File: config.mk
export PLATFORM = sky130hd
export DESIGN_NAME = apdg_resolve
export DESIGN_NICKNAME = d
export VERILOG_FILES = /design/src/rtl/core/apdg_pkg.sv /design/src/rtl/core/apdg_resolve.sv
export SDC_FILE = /design/constraint.sdc
export NUM_CORES = 1
export LEC_CHECK = 0
export BUFFER_PORTS_ARGS = -buffer_cell sky130_fd_sc_hd__buf_4
export CAP_MARGIN = 20
export CORE_AREA = 2 2 75 77
export DETAILED_ROUTE_END_ITERATION = 7
export DIE_AREA = 0 0 77 79
export GPL_TIMING_DRIVEN = 0
export PLACE_DENSITY = 0.49
export SYNTH_ARGS = -nofsm -noshare
export SYNTH_HDL_FRONTEND = slang
export SYNTH_SLANG_ARGS = --single-unit
export TNS_END_PERCENT = 50
File: constraint.sdc
create_clock -name vclk -period 4.15
set_clock_uncertainty 0.15 [all_clocks]
set_input_delay 0.83 -clock vclk [all_inputs]
set_output_delay 0.83 -clock vclk [all_outputs]
set_load 0.05 [all_outputs]
File: src/rtl/core/apdg_pkg.sv
// Shared types and constants for the aligned-pair free-energy minimum block.
`timescale 1ns / 1ps

package apdg_pkg;

  // Default widths of the energy entries and of the running accumulator
  localparam int ENERGY_WIDTH_DEFAULT = 16;
  localparam int ACC_WIDTH_DEFAULT    = 24;

  // Fixed field widths of the item channel
  localparam int CHAR_WIDTH  = 8;
  localparam int ADDR_WIDTH  = 19;
  localparam int VALUE_WIDTH = 16;

  // Base codes and window geometry
  localparam int CODE_WIDTH = 3;
  localparam int WIN_DEPTH  = 4;
  localparam int FILL_WIDTH = 3;

  localparam int unsigned TABLE_DEPTH = 390625;

  typedef logic [CODE_WIDTH-1:0] code_t;

  localparam code_t GAP_CODE = 3'd4;

  // Base-5 weights of the window slots, slot 0 oldest
  localparam logic [ADDR_WIDTH-1:0] PROBE_WEIGHT [WIN_DEPTH] =
    '{19'd1, 19'd5, 19'd25, 19'd125};
  localparam logic [ADDR_WIDTH-1:0] TARGET_WEIGHT [WIN_DEPTH] =
    '{19'd625, 19'd3125, 19'd15625, 19'd78125};

  // Result queue
  localparam int OUT_DEPTH     = 4;
  localparam int OUT_PTR_WIDTH = 2;
  localparam int PEND_WIDTH    = 3;

  typedef enum logic {
    OP_WRITE = 1'b0,
    OP_PAIR  = 1'b1
  } op_t;

  // Resolved codes of one character pair
  typedef struct packed {
    code_t probe;
    code_t target;
    logic  bad;
    logic  both_gap;
  } pair_code_t;

  // Control that travels with each pipeline slot
  typedef struct packed {
    logic rd;
    logic last;
    logic err;
  } token_t;

endpackage

File: src/rtl/core/apdg_resolve.sv
// Character decoder: folds case and resolves IUPAC codes of one aligned pair.
`timescale 1ns / 1ps

module apdg_resolve (
  input  logic [apdg_pkg::CHAR_WIDTH-1:0] probe_char,
  input  logic [apdg_pkg::CHAR_WIDTH-1:0] target_char,
  output apdg_pkg::pair_code_t            codes
);

  // Marks a character that is neither a plain base nor a gap
  localparam apdg_pkg::code_t NOT_PLAIN = 3'd5;

  function automatic logic [apdg_pkg::CHAR_WIDTH-1:0] fold_case(
    input logic [apdg_pkg::CHAR_WIDTH-1:0] c
  );
    if (c >= "a" && c <= "z") begin
      return c - 8'd32;
    end
    return c;
  endfunction

  function automatic apdg_pkg::code_t plain_code(
    input logic [apdg_pkg::CHAR_WIDTH-1:0] c
  );
    apdg_pkg::code_t code;
    unique case (fold_case(c))
      "A":     code = 3'd0;
      "C":     code = 3'd1;
      "G":     code = 3'd2;
      "T":     code = 3'd3;
      "-":     code = apdg_pkg::GAP_CODE;
      default: code = NOT_PLAIN;
    endcase
    return code;
  endfunction

  // Member set of an ambiguity code, bit k allows base code k
  function automatic logic [3:0] ambig_set(
    input logic [apdg_pkg::CHAR_WIDTH-1:0] c
  );
    logic [3:0] set;
    unique case (fold_case(c))
      "M":     set = 4'h3;
      "R":     set = 4'h5;
      "S":     set = 4'h6;
      "W":     set = 4'h9;
      "Y":     set = 4'hA;
      "K":     set = 4'hC;
      "V":     set = 4'h7;
      "H":     set = 4'hB;
      "D":     set = 4'hD;
      "B":     set = 4'hE;
      "N":     set = 4'hF;
      default: set = 4'h0;
    endcase
    return set;
  endfunction

  // Returns {bad, code}: prefer the other side's base, else highest member
  function automatic logic [apdg_pkg::CODE_WIDTH:0] resolve(
    input logic [apdg_pkg::CHAR_WIDTH-1:0] c,
    input apdg_pkg::code_t                 other
  );
    apdg_pkg::code_t code;
    logic [3:0]      set;
    logic [apdg_pkg::CODE_WIDTH:0] r;
    code = plain_code(c);
    set  = ambig_set(c);
    if (code <= apdg_pkg::GAP_CODE) begin
      r = {1'b0, code};
    end else if (set == 4'h0) begin
      r = {1'b1, apdg_pkg::GAP_CODE};
    end else if (other < 3'd4 && set[other[1:0]]) begin
      r = {1'b0, other};
    end else if (set[3]) begin
      r = {1'b0, 3'd3};
    end else if (set[2]) begin
      r = {1'b0, 3'd2};
    end else begin
      r = {1'b0, 3'd1};
    end
    return r;
  endfunction

  logic [apdg_pkg::CODE_WIDTH:0] probe_res;
  logic [apdg_pkg::CODE_WIDTH:0] target_res;

  // Resolve probe against the target's plain code, then target against probe
  always_comb begin
    probe_res  = resolve(probe_char, plain_code(target_char));
    target_res = resolve(target_char, probe_res[apdg_pkg::CODE_WIDTH-1:0]);
    codes.probe    = probe_res[apdg_pkg::CODE_WIDTH-1:0];
    codes.target   = target_res[apdg_pkg::CODE_WIDTH-1:0];
    codes.bad      = probe_res[apdg_pkg::CODE_WIDTH] | target_res[apdg_pkg::CODE_WIDTH];
    codes.both_gap = (codes.probe == apdg_pkg::GAP_CODE) &&
                     (codes.target == apdg_pkg::GAP_CODE);
  end

endmodule

==> metrics.md, run 1 <==
| Metric | Value |
|---|---|
| Worst-path fanout max | `5` |
| DRC violations left | `0` |
| Hold_buf cts | `0` |
| Initial antenna violation count | `0` |
| Sequential share of the synthesized area | `0` |
| TNS Setup | `-0.229 ns` |
| Vias in the first global route | `between 1500 and 2000` |
| Layout cell share with drive strength beyond 1 | `0.391` |
| Worst path bufs/invs | `3` |
| Multi-input logic area | `between 1000 and 1500 um2` |
| Routed vias | `between 1500 and 2000` |
| YS warnings | `0` |
| Netlist cell types | `73` |
| Chip Width | `~77 um` |
| Place WS | `-0.386 ns` |
| Detail Route Antenna Nets | `0` |
| Antenna Diode Count | `0` |
| Seq cells | `0` |
| GRT Util Overall | `0.143` |
| DRT Pass-1 Iters | `4` |
| Synthesized area | `between 1000 and 1500 um2` |
| Status | `complete, but fails checks` |
| Fillers | `~600` |
| CP cell instances | `buf_12 -> inv_8 -> ha_4 -> nor3b_4 -> o221ai_4 -> a211oi_4 -> nor3b_2 -> o21ai_2 -> a211o_1 -> o22a_2 -> o21ai_2 -> a2bb2oi_2 -> buf_6` |
| CP max stage cell | `a211o_1` |
| Layout Nets | `approximately 260` |
| Max_cap viols | `0` |
| Congestion Overflow GR | `0` |
| Post-DP HPWL | `3.38 mm` |
| Die area | `just over 6000 um2` |
| Cell taking the most area after synthesis | `a21oi_1` |
| Crit path max-delay family | `compound AO/OA/AOI/OAI gates` |
| Power density over the cells | `102 nW/um2` |
| Number of max-slew violations in the final report | `0` |
| Actual slew at the worst max-slew pin | `0.578 ns` |
| Share of the synthesized area in the top cell type | `0.0559` |
| Most frequent cells in the layout | `26 x buf_4, 15 x nand2_1, 14 x nor2_1` |
| Required time of the critical path | `about 3.2 ns` |
| Initial Util | `0.268` |
| CP max stage delay | `~0.35 ns` |
| Synth-to-layout area growth | `35.5%` |
| XOR/XNOR Fraction of Synth Area | `0.0428` |
| Register area | `0 um2` |
| Critical path's most frequent cell | `o21ai_2` |
| Most common cell after layout, fill and taps aside | `buf_4` |
| Max-slew headroom | `0.613` |
| Largest net degree at the start of global routing | `11` |
| Mux cell area share after synthesis | `0.0358` |
| Mean post-synth cell area | `7.09 um2` |
| Initial DRC count | `68` |
| Fin crit period | `4.30 ns` |
| Violated checks | `negative setup slack` |
| Worst Slack Setup Final | `-0.145 ns` |
| Placer Congestion | `roughly 0.82` |
| Period utilisation layout | `1.03` |
| Core area | `5340 um2` |
| Hold crit path type | `in -> out` |
| Maximum resistive drop on vdd | `~0.000044 V` |
| WL/cell | `15.0 um` |
| Buffers added on ports | `22` |
| Post-Syn Instances | `202` |
| Max Clock Freq | `around 0.23 GHz` |
| Die Y | `a little under 80 um` |
| Drt via density | `5.36` |
| First-pass GRT wire length | `~7.5 mm` |
| Row count | `27` |
| RSZ-0062 raised after global routing | `yes` |
| Setup Crit Path Kind | `in -> out` |
| Simple-Gate Fraction of Synth Area | `0.351` |
| Main combinational cell family by area after synthesis | `compound AO/OA/AOI/OAI gates` |
| Routed wire length | `between 4 and 5 mm` |
| Compound-cell area share of the yosys netlist | `0.435` |
| Final setup fails | `2` |
| Final Hold Viols | `0` |
| Io pins | `24` |
| Clk_buf instances | `0` |
| WP data arrival | `roughly 3.3 ns` |
| Post-Synth Adder-Cell Area | `0.0175` |
| Startpoint Class | `primary input` |
| Lkg Pwr | `between 0.7 and 0.8 nW` |
| Crit end category | `output pin` |
| Synth top area cells | `a21oi_1 5.6%, nor2_1 4.2%, nand2_1 3.9%` |
| Syn nets | `220` |
[metrics by stage]
step	utilization	std cells	hold slack (ns)	total power [mW]	cell area [um2]
final	0.364	307	2.02	0.197	1940
after global routing	0.364	307	2.04	0.213	1940
after CTS	0.346	303	2.01	0.187	1850
after detailed placement	0.319	296	2.01	0.171	1700
after global placement	0.319	296	2.01	0.171	1700
after floorplan	-	202	1.92	0.124	1450
[layout make-up]
| cell class | instances | area share |
|---|---|---|
| Tap cell | 72 | 0.0464 |
| Inverter | 11 | 0.0264 |
| Timing Repair Buffer | 33 | 0.149 |
| Buffer | 15 | 0.0619 |
| Multi-Input combinational cell | 176 | 0.716 |
[cell usage after synthesis, types with 5 or more instances]
cell type,count
buf_2,5
a31oi_1,5
nand2_1,15
nor2_1,16
a21oi_1,16
a32oi_1,6
inv_1,10
nor3_1,7
nand2b_1,6
o21ai_0,9
nor3b_1,6
xor2_1,5
nor2b_1,5
[what timing repair did]
action / CTS / global route
buffers inserted: 7 / 4
endpoints found under the setup margin: 3 / 4
resized for setup: 17 / 21
pin swaps: 14 / 12
[report_power, final]
group,internal [mW],total [mW],switching (mW)
Clock,0,0,0
Sequential,0,0,0
Combinational,0.0819,0.197,0.115
[metal layers]
layer / GRT usage / part of all wire / up-vias
met5: 0 / 0 / -
met4: 0.0214 / 0.010 / 0
met1: 0.192 / 0.46 / 770
li1: - / - / 841
met3: 0.00909 / 0.037 / 4
met2: 0.256 / 0.50 / 32
[worst paths after layout]
path              cells past startpoint           start  slack [ns]       end
hold / removal                        4   probe_char[6]        2.02  codes[1]
setup / recovery                     13  target_char[6]       -0.15  codes[2]
[cell families (layout without fill, tap and decap cells)]
logic type | count (synthesis) | count (layout)
simple gates | 83 | 83
fa+ha+maj | 2 | 2
mux | 5 | 5
buf+inv | 26 | 59
xor+xnor | 7 | 7
compound gates | 79 | 79
(Power assumes the default switching activity.)
==> inputs of run 2 (changes only) <==
--- a/config.mk
+++ b/config.mk
@@ -11,7 +11,7 @@
 export DETAILED_ROUTE_END_ITERATION = 7
 export DIE_AREA = 0 0 77 79
 export GPL_TIMING_DRIVEN = 0
-export PLACE_DENSITY = 0.49
+export PLACE_DENSITY = 0.5
 export SYNTH_ARGS = -nofsm -noshare
 export SYNTH_HDL_FRONTEND = slang
 export SYNTH_SLANG_ARGS = --single-unit
==> constraint.sdc (replaced) <==
create_clock -name vclk -period 3.7
set_clock_uncertainty 0.15 [all_clocks]
set_input_delay 0.74 -clock vclk [all_inputs]
set_output_delay 0.74 -clock vclk [all_outputs]
set_load 0.05 [all_outputs]
==> run 2 against run 1 <==
  * The flow still finishes with violations (negative setup slack)
  * Critical path depth fell by 1
  * Combinational power rose by 12%
  * Final cell count fell by 0.65%
  * Critical endpoint unchanged
  * Largest power group unchanged
  * Highest routed layer unchanged
==> metrics.md, run 2 (synthesis gave the netlist of run 1 again) <==
| Metric | Value |
|---|---|
| Status | `complete, but fails checks (unchanged)` |
| Violated checks | `negative setup slack (unchanged)` |
| Startpoint Class | `primary input (unchanged)` |
| Row count | `27 (unchanged)` |
| Worst-path fanout max | `3 (was 5)` |
| Max-slew headroom | `0.609 (was 0.613)` |
| Largest net degree at the start of global routing | `11 (unchanged)` |
| Initial DRC count | `43 (was 68)` |
| Seq cells | `0 (unchanged)` |
| Most frequent cells in the layout | `24 x buf_4, 15 x nand2_1, 14 x a21oi_1 (was 26 x buf_4, 15 x nand2_1, 14 x nor2_1)` |
| Power density over the cells | `114 nW/um2 (was 102 nW/um2)` |
| WP data arrival | `3.23 ns (was 3.32 ns)` |
| Required time of the critical path | `2.81 ns (was 3.17 ns)` |
| Placer Congestion | `0.859 (was 0.820)` |
| Core area | `5340 um2 (unchanged)` |
| Worst path bufs/invs | `3 (unchanged)` |
| First-pass GRT wire length | `7.14 mm (was 7.46 mm)` |
| DRT Pass-1 Iters | `4 (unchanged)` |
| Die Y | `79 um (unchanged)` |
| Final core occ | `0.365 (was 0.364)` |
| Buffers added on ports | `22 (unchanged)` |
| Congestion Overflow GR | `0 (unchanged)` |
| Final setup fails | `3 (was 2)` |
| Initial antenna violation count | `0 (unchanged)` |
| Non-filler cells, final | `305 (was 307)` |
| Actual slew at the worst max-slew pin | `0.585 ns (was 0.578 ns)` |
| Place WS | `-0.646 ns (was -0.386 ns)` |
| RSZ-0062 raised after global routing | `yes (unchanged)` |
| TNS Setup | `-0.906 ns (was -0.229 ns)` |
| Period utilisation layout | `1.11` |
| Max Clock Freq | `0.243 GHz` |
| Maximum resistive drop on vdd | `0.0000472 V (was 0.0000444 V)` |
| Hold crit path type | `in -> out (unchanged)` |
| Routed vias | `1655 (was 1647)` |
| Initial Util | `0.268 (unchanged)` |
| Drt via density | `5.43 (was 5.36)` |
| CP max stage cell | `or4_4 (was a211o_1)` |
| Crit path max-delay family | `compound AO/OA/AOI/OAI gates (unchanged)` |
| CP cell instances | `buf_8 -> or4_4 -> a211oi_4 -> nor4b_4 -> a311o_4 -> o32ai_4 -> nor3_2 -> buf_4 -> o21a_4 -> nor3_4 -> a2bb2oi_4 -> buf_6 (was buf_12 -> inv_8 -> ha_4 -> nor3b_4 -> o221ai_4 -> a211oi_4 -> nor3b_2 -> o21ai_2 -> a211o_1 -> o22a_2 -> o21ai_2 -> a2bb2oi_2 -> buf_6)` |
| Number of max-slew violations in the final report | `0 (unchanged)` |
| Vias in the first global route | `1485 (was 1533)` |
| Setup Crit Path Kind | `in -> out (unchanged)` |
| DRC violations left | `0 (unchanged)` |
| Synth-to-layout area growth | `36.1% (was 35.5%)` |
| Worst Slack Setup Final | `-0.416 ns (was -0.145 ns)` |
| Register area | `0 um2 (unchanged)` |
| Io pins | `24 (unchanged)` |
| WL/cell | `14.4 um (was 15.0 um)` |
| GRT Util Overall | `0.136 (was 0.143)` |
| Routed wire length | `4.41 mm (was 4.62 mm)` |
| Lkg Pwr | `0.753 nW (was 0.759 nW)` |
| Layout cell share with drive strength beyond 1 | `0.395 (was 0.391)` |
| Placed insts | `296 (unchanged)` |
| Most common cell after layout, fill and taps aside | `buf_4 (unchanged)` |
| Die area | `6080 um2 (unchanged)` |
| Layout Nets | `253 (was 255)` |
| Detail Route Antenna Nets | `0 (unchanged)` |
| Final Hold Viols | `0 (unchanged)` |
| Fin crit period | `between 4 and 5 ns` |
| CP max stage delay | `0.57 ns (was 0.35 ns)` |
| Clk_buf instances | `0 (unchanged)` |
| Antenna Diode Count | `0 (unchanged)` |
| Crit end category | `output pin (unchanged)` |
| Chip Width | `77 um (unchanged)` |
| Post-DP HPWL | `3.26 mm (was 3.38 mm)` |
| Hold_buf cts | `0 (unchanged)` |
| Max_cap viols | `0 (unchanged)` |
[run 2: metrics by stage]
step | hold slack (ns) | cell area [um2] | power [mW]
final | 1.83 | 1950 | 0.221
after global routing | 1.84 | 1950 | 0.239
after CTS | 1.83 | 1880 | 0.213
after detailed placement | 1.83 | 1720 | 0.191
after global placement | 1.83 | 1720 | 0.194
after floorplan | 1.70 | 1460 | 0.140
[run 2: layout make-up]
class | instances | area (um2)
plain buffers | 15 | 128
fillers | 602 | 3390
inverters | 11 | 46.3
multi-input cells | 176 | 1420
well taps | 72 | 90.1
repair buffers | 31 | 267
[run 2: worst paths after layout]
| check | end | cells after the start | startpoint |
|---|---|---|---|
| hold / removal | codes[1] | 4 | probe_char[6] |
| setup / recovery | codes[2] | 12 | target_char[1] |
[run 2: tightest hold or removal path: cells and delay by family]
kind                   cells  cell delay, ns
AO/OA/AOI/OAI              2            0.19
buffers and inverters      2            0.32
[run 2: routing by layer]
layer	track usage	vias to the layer above	wire length (um)
li1	-	832	-
met1	0.180	781	2010
met2	0.259	40	2290
met3	0.00114	2	103
met4	0.00714	0	6
met5	0	-	0
[run 2: timing repair]
item / in CTS / in global routing
setup endpoints to repair: 7 / 7
pin swaps: 6 / 5
buffers inserted: 8 / 1
resized for setup: 22 / 13
[run 2: power breakdown]
group | switching (mW) | total [mW] | internal [mW]
Combinational | 0.128 | 0.221 | 0.0934
Sequential | 0 | 0 | 0
Clock | 0 | 0 | 0
Total | 0.128 | 0.221 | 0.0934
